===== src/sv/lps_pkg.sv =====
// Shared types and constants for the line pixel stepper.
package lps_pkg;

  // Request kinds carried through the command queue
  typedef enum logic {
    CMD_START = 1'b0,
    CMD_STEP  = 1'b1
  } req_cmd_e;

  // Command queue geometry
  localparam int unsigned QUEUE_DEPTH = 2;
  localparam int unsigned QPTR_W      = $clog2(QUEUE_DEPTH);
  localparam int unsigned QCNT_W      = $clog2(QUEUE_DEPTH + 1);

  // Queue occupancy status
  typedef struct packed {
    logic [QCNT_W-1:0] count;
    logic              empty;
    logic              full;
  } q_status_t;

  // Stepper status
  typedef struct packed {
    logic busy;
    logic at_target;
  } back_status_t;

endpackage


===== src/sv/lps_front.sv =====
// Front end: decodes a request and precomputes line setup for the queue.
module lps_front #(
  parameter  int unsigned CW      = 16,
  parameter  int unsigned CLW     = 16,
  localparam int unsigned ENTRY_W = 6 * CW + 6 + CLW
) (
  input  logic                 req_type_i,
  input  logic signed [CW-1:0] x_start_i,
  input  logic signed [CW-1:0] y_start_i,
  input  logic signed [CW-1:0] x_end_i,
  input  logic signed [CW-1:0] y_end_i,
  input  logic [CLW-1:0]       line_color_i,
  output logic [ENTRY_W-1:0]   entry_o
);
  import lps_pkg::*;

  req_cmd_e           cmd;
  logic signed [CW:0] ddx;
  logic signed [CW:0] ddy;
  logic [CW:0]        delta_x;
  logic [CW+1:0]      neg_delta_y;
  logic               step_x_neg;
  logic               step_y_neg;

  // Classify the beat
  assign cmd = req_type_i ? CMD_STEP : CMD_START;

  // Signed differences, one extra bit so they never wrap
  assign ddx = {x_end_i[CW-1], x_end_i} - {x_start_i[CW-1], x_start_i};
  assign ddy = {y_end_i[CW-1], y_end_i} - {y_start_i[CW-1], y_start_i};

  // |dx| and -|dy|
  always_comb begin
    delta_x     = ddx[CW] ? (CW+1)'(-ddx) : ddx;
    neg_delta_y = ddy[CW] ? {ddy[CW], ddy} : (CW+2)'(-{ddy[CW], ddy});
  end

  // Step direction; equal coordinates count as negative
  assign step_x_neg = !(x_start_i < x_end_i);
  assign step_y_neg = !(y_start_i < y_end_i);

  assign entry_o = {cmd, x_start_i, y_start_i, x_end_i, y_end_i,
                    delta_x, neg_delta_y, step_x_neg, step_y_neg, line_color_i};

endmodule


===== src/sv/lps_queue.sv =====
// Short command queue between the front end and the stepper.
module lps_queue #(
  parameter int unsigned W = 118
) (
  input  logic                clk_i,
  input  logic                rst_ni,
  input  logic                push_i,
  input  logic [W-1:0]        data_i,
  output logic                ready_o,
  input  logic                pop_i,
  output logic                valid_o,
  output logic [W-1:0]        data_o,
  output lps_pkg::q_status_t  status_o
);
  import lps_pkg::*;

  logic [W-1:0]      slot_q [QUEUE_DEPTH];
  logic [QPTR_W-1:0] wr_ptr_q, wr_ptr_d;
  logic [QPTR_W-1:0] rd_ptr_q, rd_ptr_d;
  logic [QCNT_W-1:0] count_q, count_d;
  logic              do_push;
  logic              do_pop;

  assign ready_o = (count_q != QCNT_W'(QUEUE_DEPTH));
  assign valid_o = (count_q != '0);
  assign data_o  = slot_q[rd_ptr_q];
  assign do_push = push_i && ready_o;
  assign do_pop  = pop_i && valid_o;

  // Pointer and occupancy update
  always_comb begin
    wr_ptr_d = wr_ptr_q;
    rd_ptr_d = rd_ptr_q;
    count_d  = count_q;
    if (do_push) begin
      wr_ptr_d = (wr_ptr_q == QPTR_W'(QUEUE_DEPTH - 1)) ? '0 : wr_ptr_q + 1'b1;
    end
    if (do_pop) begin
      rd_ptr_d = (rd_ptr_q == QPTR_W'(QUEUE_DEPTH - 1)) ? '0 : rd_ptr_q + 1'b1;
    end
    if (do_push && !do_pop) begin
      count_d = count_q + 1'b1;
    end else if (do_pop && !do_push) begin
      count_d = count_q - 1'b1;
    end
  end

  always_ff @(posedge clk_i or negedge rst_ni) begin
    if (!rst_ni) begin
      wr_ptr_q <= '0;
      rd_ptr_q <= '0;
      count_q  <= '0;
    end else begin
      wr_ptr_q <= wr_ptr_d;
      rd_ptr_q <= rd_ptr_d;
      count_q  <= count_d;
    end
  end

  // Entry storage, no reset
  always_ff @(posedge clk_i) begin
    if (do_push) begin
      slot_q[wr_ptr_q] <= data_i;
    end
  end

  assign status_o.count = count_q;
  assign status_o.empty = (count_q == '0);
  assign status_o.full  = !ready_o;

endmodule


===== src/sv/lps_back.sv =====
// Back end: Bresenham stepper with the registered pixel output.
module lps_back #(
  parameter  int unsigned CW      = 16,
  parameter  int unsigned CLW     = 16,
  localparam int unsigned ENTRY_W = 6 * CW + 6 + CLW
) (
  input  logic                   clk_i,
  input  logic                   rst_ni,
  input  logic                   entry_valid_i,
  input  logic [ENTRY_W-1:0]     entry_i,
  output logic                   entry_pop_o,
  output logic                   out_valid_o,
  input  logic                   out_ready_i,
  output logic signed [CW-1:0]   pixel_x_o,
  output logic signed [CW-1:0]   pixel_y_o,
  output logic [CLW-1:0]         pixel_color_o,
  output logic                   last_o,
  output lps_pkg::back_status_t  status_o
);
  import lps_pkg::*;

  localparam int unsigned EW = CW + 3;

  // Unpacked queue entry
  logic          e_cmd_raw;
  req_cmd_e      e_cmd;
  logic [CW-1:0] e_x0, e_y0, e_x1, e_y1;
  logic [CW:0]   e_dx;
  logic [CW+1:0] e_ndy;
  logic          e_sxn, e_syn;
  logic [CLW-1:0] e_color;

  // Line state
  logic [CW-1:0]  cur_x_q, cur_x_d, cur_y_q, cur_y_d;
  logic [CW-1:0]  tgt_x_q, tgt_x_d, tgt_y_q, tgt_y_d;
  logic [CW:0]    dx_q, dx_d;
  logic [CW+1:0]  ndy_q, ndy_d;
  logic           sxn_q, sxn_d, syn_q, syn_d;
  logic [EW-1:0]  err_q, err_d;
  logic [CLW-1:0] color_q, color_d;
  logic           busy_q, busy_d;

  // Output register
  logic           out_valid_q, out_valid_d;
  logic [CW-1:0]  pix_x_q, pix_y_q;
  logic [CLW-1:0] pix_color_q;
  logic           last_q;

  logic           is_start, slot_free, take, emit, done;
  logic signed [EW-1:0] e2, dx_ext, ndy_ext, e_dx_ext, e_ndy_ext;
  logic           mv_x, mv_y;

  assign {e_cmd_raw, e_x0, e_y0, e_x1, e_y1, e_dx, e_ndy, e_sxn, e_syn,
          e_color} = entry_i;
  assign e_cmd = req_cmd_e'(e_cmd_raw);

  // Issue control: an idle step retires without a beat
  assign is_start    = (e_cmd == CMD_START);
  assign slot_free   = !out_valid_q || out_ready_i;
  assign take        = entry_valid_i && (slot_free || (!is_start && !busy_q));
  assign emit        = take && (is_start || busy_q);
  assign entry_pop_o = take;

  // Error term arithmetic, widened so doubling cannot overflow
  assign dx_ext    = {{(EW-CW-1){1'b0}}, dx_q};
  assign ndy_ext   = {ndy_q[CW+1], ndy_q};
  assign e_dx_ext  = {{(EW-CW-1){1'b0}}, e_dx};
  assign e_ndy_ext = {e_ndy[CW+1], e_ndy};
  assign e2        = {err_q[EW-2:0], 1'b0};
  assign mv_x      = (e2 >= ndy_ext);
  assign mv_y      = (e2 <= dx_ext);

  // Next line state
  always_comb begin
    cur_x_d = cur_x_q;
    cur_y_d = cur_y_q;
    tgt_x_d = tgt_x_q;
    tgt_y_d = tgt_y_q;
    dx_d    = dx_q;
    ndy_d   = ndy_q;
    sxn_d   = sxn_q;
    syn_d   = syn_q;
    err_d   = err_q;
    color_d = color_q;
    if (is_start) begin
      cur_x_d = e_x0;
      cur_y_d = e_y0;
      tgt_x_d = e_x1;
      tgt_y_d = e_y1;
      dx_d    = e_dx;
      ndy_d   = e_ndy;
      sxn_d   = e_sxn;
      syn_d   = e_syn;
      err_d   = e_dx_ext + e_ndy_ext;
      color_d = e_color;
    end else begin
      err_d = err_q + (mv_x ? ndy_ext : '0) + (mv_y ? dx_ext : '0);
      if (mv_x) begin
        cur_x_d = sxn_q ? cur_x_q - 1'b1 : cur_x_q + 1'b1;
      end
      if (mv_y) begin
        cur_y_d = syn_q ? cur_y_q - 1'b1 : cur_y_q + 1'b1;
      end
    end
    done   = (cur_x_d == tgt_x_d) && (cur_y_d == tgt_y_d);
    busy_d = !done;
  end

  // Output valid: load on emit, clear when taken
  assign out_valid_d = emit ? 1'b1 : (out_ready_i ? 1'b0 : out_valid_q);

  always_ff @(posedge clk_i or negedge rst_ni) begin
    if (!rst_ni) begin
      cur_x_q     <= '0;
      cur_y_q     <= '0;
      tgt_x_q     <= '0;
      tgt_y_q     <= '0;
      dx_q        <= '0;
      ndy_q       <= '0;
      sxn_q       <= 1'b0;
      syn_q       <= 1'b0;
      err_q       <= '0;
      color_q     <= '0;
      busy_q      <= 1'b0;
      out_valid_q <= 1'b0;
    end else begin
      out_valid_q <= out_valid_d;
      if (emit) begin
        cur_x_q <= cur_x_d;
        cur_y_q <= cur_y_d;
        tgt_x_q <= tgt_x_d;
        tgt_y_q <= tgt_y_d;
        dx_q    <= dx_d;
        ndy_q   <= ndy_d;
        sxn_q   <= sxn_d;
        syn_q   <= syn_d;
        err_q   <= err_d;
        color_q <= color_d;
        busy_q  <= busy_d;
      end
    end
  end

  // Pixel payload, no reset
  always_ff @(posedge clk_i) begin
    if (emit) begin
      pix_x_q     <= cur_x_d;
      pix_y_q     <= cur_y_d;
      pix_color_q <= color_d;
      last_q      <= done;
    end
  end

  assign out_valid_o   = out_valid_q;
  assign pixel_x_o     = pix_x_q;
  assign pixel_y_o     = pix_y_q;
  assign pixel_color_o = pix_color_q;
  assign last_o        = last_q;

  assign status_o.busy      = busy_q;
  assign status_o.at_target = (cur_x_q == tgt_x_q) && (cur_y_q == tgt_y_q);

endmodule


===== src/sv/line_pixel_stepper_unit.sv =====
// Top level of the Bresenham line pixel stepper.
// Usage:
//   Input channel (in_valid_i/in_ready_o) takes one request per beat. A start
//   request (req_type_i = 0) loads both endpoints and a color and yields the
//   first pixel; a step request (req_type_i = 1) yields the next pixel. A step
//   with no line in progress yields nothing. A start always abandons any line
//   in progress.
//   Output channel (out_valid_o/out_ready_i) gives one pixel per beat with its
//   coordinates, the line color and last_o on the second endpoint.
// Timing:
//   A request lands in a two-entry command queue at the accepting edge; the
//   stepper retires it into the output register once that register is free.
//   The stepper does one add-compare error update per cycle, giving one
//   request and one pixel per clock in steady state while out_ready_i is high.
// Stall and reset:
//   When the receiver stalls, the pixel holds in the output register, the
//   stepper waits, and the queue absorbs up to two more requests before
//   in_ready_o drops. Reset empties the queue, clears the output and leaves
//   no line in progress.
module line_pixel_stepper_unit #(
  parameter int unsigned COORD_BITS = 16,
  parameter int unsigned COLOR_BITS = 16
) (
  input  logic                         clk_i,
  input  logic                         rst_ni,
  input  logic                         in_valid_i,
  output logic                         in_ready_o,
  input  logic                         req_type_i,
  input  logic signed [COORD_BITS-1:0] x_start_i,
  input  logic signed [COORD_BITS-1:0] y_start_i,
  input  logic signed [COORD_BITS-1:0] x_end_i,
  input  logic signed [COORD_BITS-1:0] y_end_i,
  input  logic [COLOR_BITS-1:0]        line_color_i,
  output logic                         out_valid_o,
  input  logic                         out_ready_i,
  output logic signed [COORD_BITS-1:0] pixel_x_o,
  output logic signed [COORD_BITS-1:0] pixel_y_o,
  output logic [COLOR_BITS-1:0]        pixel_color_o,
  output logic                         last_o
);
  import lps_pkg::*;

  localparam int unsigned ENTRY_W = 6 * COORD_BITS + 6 + COLOR_BITS;

  logic [ENTRY_W-1:0] front_entry;
  logic [ENTRY_W-1:0] q_entry;
  logic               q_valid;
  logic               q_pop;
  q_status_t          q_status;
  back_status_t       b_status;

  // Request decode and line setup
  lps_front #(
    .CW  (COORD_BITS),
    .CLW (COLOR_BITS)
  ) u_front (
    .req_type_i   (req_type_i),
    .x_start_i    (x_start_i),
    .y_start_i    (y_start_i),
    .x_end_i      (x_end_i),
    .y_end_i      (y_end_i),
    .line_color_i (line_color_i),
    .entry_o      (front_entry)
  );

  // Command queue
  lps_queue #(
    .W (ENTRY_W)
  ) u_queue (
    .clk_i    (clk_i),
    .rst_ni   (rst_ni),
    .push_i   (in_valid_i),
    .data_i   (front_entry),
    .ready_o  (in_ready_o),
    .pop_i    (q_pop),
    .valid_o  (q_valid),
    .data_o   (q_entry),
    .status_o (q_status)
  );

  // Stepper and output register
  lps_back #(
    .CW  (COORD_BITS),
    .CLW (COLOR_BITS)
  ) u_back (
    .clk_i         (clk_i),
    .rst_ni        (rst_ni),
    .entry_valid_i (q_valid),
    .entry_i       (q_entry),
    .entry_pop_o   (q_pop),
    .out_valid_o   (out_valid_o),
    .out_ready_i   (out_ready_i),
    .pixel_x_o     (pixel_x_o),
    .pixel_y_o     (pixel_y_o),
    .pixel_color_o (pixel_color_o),
    .last_o        (last_o),
    .status_o      (b_status)
  );

  // An accepted request is in the queue at the next edge
  a_accept_queued: assert property (@(posedge clk_i) disable iff (!rst_ni)
    in_valid_i && in_ready_o |=> !q_status.empty)
    else $error("accepted request missing from queue");

  // Idle stepper always sits on its target
  a_idle_at_target: assert property (@(posedge clk_i) disable iff (!rst_ni)
    !b_status.busy |-> b_status.at_target)
    else $error("stepper idle away from target");

  // A pending last pixel means no line is in progress
  a_last_idle: assert property (@(posedge clk_i) disable iff (!rst_ni)
    out_valid_o && last_o |-> !b_status.busy)
    else $error("last pixel while line still busy");

  // Output beat loaded only when the queue supplied a request
  a_emit_from_queue: assert property (@(posedge clk_i) disable iff (!rst_ni)
    !out_valid_o ##1 out_valid_o |-> $past(q_valid))
    else $error("pixel without a queued request");

endmodule


===== config.mk =====
export PLATFORM = sky130hd
export DESIGN_NAME = line_pixel_stepper_unit
export DESIGN_NICKNAME = d
export VERILOG_FILES = /design/src/sv/lps_pkg.sv /design/src/sv/lps_front.sv /design/src/sv/lps_queue.sv /design/src/sv/lps_back.sv /design/src/sv/line_pixel_stepper_unit.sv
export SDC_FILE = /design/constraint.sdc
export NUM_CORES = 1
export LEC_CHECK = 0
export ABC_AREA = 1
export BUFFER_PORTS_ARGS = -buffer_cell sky130_fd_sc_hd__buf_4
export CORE_UTILIZATION = 30
export CTS_CLUSTER_DIAMETER = 200
export DETAILED_ROUTE_END_ITERATION = 12
export PLACE_DENSITY = 0.5
export SYNTH_ARGS = -nofsm -noshare
export SYNTH_HDL_FRONTEND = slang
export SYNTH_SLANG_ARGS = --single-unit

===== constraint.sdc =====
create_clock -name clk_i -period 13.33 [get_ports clk_i]
set_clock_uncertainty 0.15 [all_clocks]
set_input_delay 2.666 -clock clk_i [delete_from_list [all_inputs] [get_ports clk_i]]
set_output_delay 2.666 -clock clk_i [all_outputs]
set_load 0.05 [all_outputs]

==> impl_metrics.env <==
export IMPL_place_congestion=0.883
export IMPL_die_w_um=285
export IMPL_core_area_um2=79300
export IMPL_post_synth_top_area_cell="edfxtp_1"
export IMPL_synth_flop_cell="edfxtp_1"
export IMPL_setup_tns_ps=0
export IMPL_totalWireLength_um=71700
export IMPL_final_hold_viol_count=0
export IMPL_syn_area_per_cell_um2=8.70
export IMPL_fill_cells=8229
export IMPL_syn_nets=3009
export IMPL_fmax_mhz=163
export IMPL_grt_max_degree=152
export IMPL_ys_ff_latch=426
export IMPL_grt_pass1_vias=17380
export IMPL_ant_nets=0
export IMPL_max_slew_margin_pct=19.5
export IMPL_fin_ws_ps=7210
export IMPL_period_needed_ps=6120
export IMPL_placed_cells=3877
export IMPL_holdCritPathClass="reg2reg"
export IMPL_endpoint_kind="flop"
export IMPL_area_growth_pct=15.7
export IMPL_remaining_drc_errors=0
export IMPL_hpwl_um=51900
export IMPL_fin_crit_sh_pct=45.9
export IMPL_cp_arrival_ps=6480
export IMPL_die_y_um=285
export IMPL_nets=3119
export IMPL_utilization_pct=35.2
export IMPL_start_util_pct=30.4
export IMPL_ctsResizeCount=0
export IMPL_grt_usage_pct=17.4
export IMPL_finalSetupViolations=0
export IMPL_drtIter0Drc=1361
export IMPL_first_pass_iters=7
export IMPL_grt_overflow=0
export IMPL_grt_pass1_wl_um=108000
export IMPL_dieArea_um2=81500
export IMPL_async_flop_share_pct=33.1
export IMPL_seq_area_frac_synth_pct=50.1
export IMPL_wl_per_cell_um=18.0
export IMPL_grt_setup_unrepaired="no"
export IMPL_crit_fanout=37
export IMPL_clkTransAtPathRegs_ps=60
export IMPL_viasPerCell=4.69
export IMPL_cts_max_level=2
export IMPL_ys_types=55
export IMPL_synth_edff_count=285
export IMPL_rows=103
export IMPL_cp_required_ps=13680
export IMPL_yosysWarnings=0
export IMPL_port_buffers=135
export IMPL_postSynthCellCount=2769
export IMPL_vias=18650
export IMPL_syn_area_um2=24100
export IMPL_yosysTopAreaCellShare_pct=35.5
export IMPL_postCtsSetupRepairBufs=0
export IMPL_cts_hold_buffers=0
export IMPL_maxSlewViolCount=0
export IMPL_critical_path_class="reg2reg"
export IMPL_stdcell_count=3973
export IMPL_antenna_found_initial=1
export IMPL_drive_above_1_share_pct=8.80
export IMPL_clock_sinks=426
export IMPL_status="finished clean"
export IMPL_place_ws_ps=7170
export IMPL_synth_area_top_cells="edfxtp_1 36%, dfrtp_1 15%, nand2_1 12%"
export IMPL_clk_latency_ps=640
export IMPL_numCtsBuffers=50
export IMPL_clockBufferDepth=3
export IMPL_tightest_slew_ps=1190
export IMPL_cts_tree="built"
export IMPL_startpoint_type="flop"
export IMPL_ios=136
export IMPL_maxCapViolations=0
export IMPL_cts_root_buf="clkbuf_16"
-- sequential cells by signal, indices dropped and copies added, names as in the netlist --
name / count
u_queue.slot_q: 236
u_back.err_q: 18
u_back.ndy_q: 18
u_back.dx_q: 17
u_back.color_q: 16
u_back.cur_x_q: 16
u_back.cur_y_q: 16
u_back.pixel_color_o: 16
u_back.pixel_x_o: 16
u_back.pixel_y_o: 16
u_back.tgt_x_q: 16
u_back.tgt_y_q: 16
u_queue.count_q: 2
u_back.busy_q: 1
u_back.last_o: 1
u_back.out_valid_o: 1
u_back.sxn_q: 1
u_back.syn_q: 1
u_queue.rd_ptr_q: 1
u_queue.wr_ptr_q: 1
-- per-stage QoR --
| stage | hold WS, ps | instance area [µm²] |
|---|---|---|
| after floorplan | 291 | 24100 |
| after global placement | 308 | 26200 |
| after detailed placement | 312 | 26200 |
| after CTS | 328 | 27900 |
| after global routing | 354 | 27900 |
| final | 321 | 27900 |
-- critical path: stages (launching register included) --
cell	delay, ps
dfrtp_1	400
ha_1	310
nand2_1	100
nor2_1	140
and2_1	170
nand4_1	800
nand3_4	860
nand2_1	150
fa_1	540
inv_1	40
ha_1	230
fa_1	420
nand3_1	90
nand2_1	90
a31oi_1	220
o21ai_0	220
a21boi_0	320
o21ai_0	190
nand2_1	90
nand2_1	60
xor2_1	140
nand2_1	60
o21ai_0	100
nand2_1	80
nand2_1	60
-- per-layer routing --
metal	share of wire, %	track usage [%]	wire, µm	vias to the layer above
li1	-	-	-	9405
met1	51	26.6	36400	8742
met2	41	25.0	29600	425
met3	5.6	3.07	3990	78
met4	2.3	4.57	1650	0
met5	0	0	0	-
-- layout make-up --
cell class	instances	area [µm²]	area share, %
timing repair buffer	150	1140	4.10
clock buffer	66	1350	4.85
sequential	426	12100	43.4
clock inverter	28	323	1.16
multi-input combinational	1929	10400	37.5
inverter	322	1210	4.35
antenna	2	5.00	0.0179
tap	1050	1310	4.71
-- cells by family after synthesis --
| group | after synthesis | synth area share, % |
|---|---|---|
| multiplexers | 3 | 0.125 |
| AND/OR/NAND/NOR | 1255 | 21.8 |
| flip-flops | 426 | 50.1 |
| buffers and inverters | 414 | 6.68 |
| XOR/XNOR | 84 | 3.05 |
| AO/OA/AOI/OAI | 432 | 9.41 |
| adder cells (fa/ha/maj) | 155 | 8.76 |
-- cell usage in the layout (no fill, tap or decap), types with 4 or more instances in the layout --
master,count
dfrtp_1,140
clkbuf_8,4
clkbuf_16,50
o21ai_1,5
bufinv_16,5
clkbuf_1,12
clkinv_1,11
nand3b_1,24
nor2_4,4
inv_1,319
or2_1,5
nand4_1,36
o21a_1,6
fa_1,23
clkinv_2,5
nor3_1,19
clkinvlp_4,4
a22oi_1,4
buf_4,148
nand3_1,154
a21oi_1,113
nand3_2,6
ha_1,132
nand2_1,793
edfxtp_1,285
or2_2,8
nor2_1,185
o21bai_1,4
o21ai_0,272
a21o_1,5
nand2_2,5
a31oi_1,6
xnor2_1,20
xor2_1,64
-- cell usage after synthesis (2+ instances only) --
library cell / instances
a211oi_1: 2
a21boi_0: 2
a21boi_1: 2
a21o_1: 5
a21oi_1: 113
a22oi_1: 4
a31oi_1: 6
and2_1: 3
buf_1: 9
buf_2: 22
buf_6: 3
clkbuf_1: 56
dfrtp_1: 141
edfxtp_1: 285
fa_1: 23
ha_1: 132
inv_1: 320
mux2i_1: 3
nand2_1: 794
nand2_2: 5
nand3_1: 154
nand3_2: 6
nand3b_1: 24
nand4_1: 36
nor2_1: 188
nor2_2: 3
nor3_1: 19
nor3_2: 2
nor4_1: 3
o211ai_1: 2
o21a_1: 6
o21ai_0: 272
o21ai_1: 5
o21bai_1: 4
o31ai_1: 2
or2_1: 5
or2_2: 8
xnor2_1: 20
xor2_1: 64
-- path summary, 6_finish.rpt --
path / from / endpoint / slack [ps] / cells past startpoint
max in group asynchronous: rst_ni / u_back.cur_x_q[5] / 9270 / 3
worst max register to register: u_back.err_q[5] / u_back.err_q[15] / 7210 / 24
worst min register to register: u_back.busy_q / u_back.busy_q / 320 / 2
worst min-delay path: u_back.busy_q / u_back.busy_q / 320 / 2
min in group asynchronous: rst_ni / u_back.ndy_q[1] / 1770 / 1
worst max-delay path: u_back.err_q[5] / u_back.err_q[15] / 7210 / 24
Power is not shown: default switching activity piles up to over one toggle a cycle in this logic, so the estimate is an artifact.
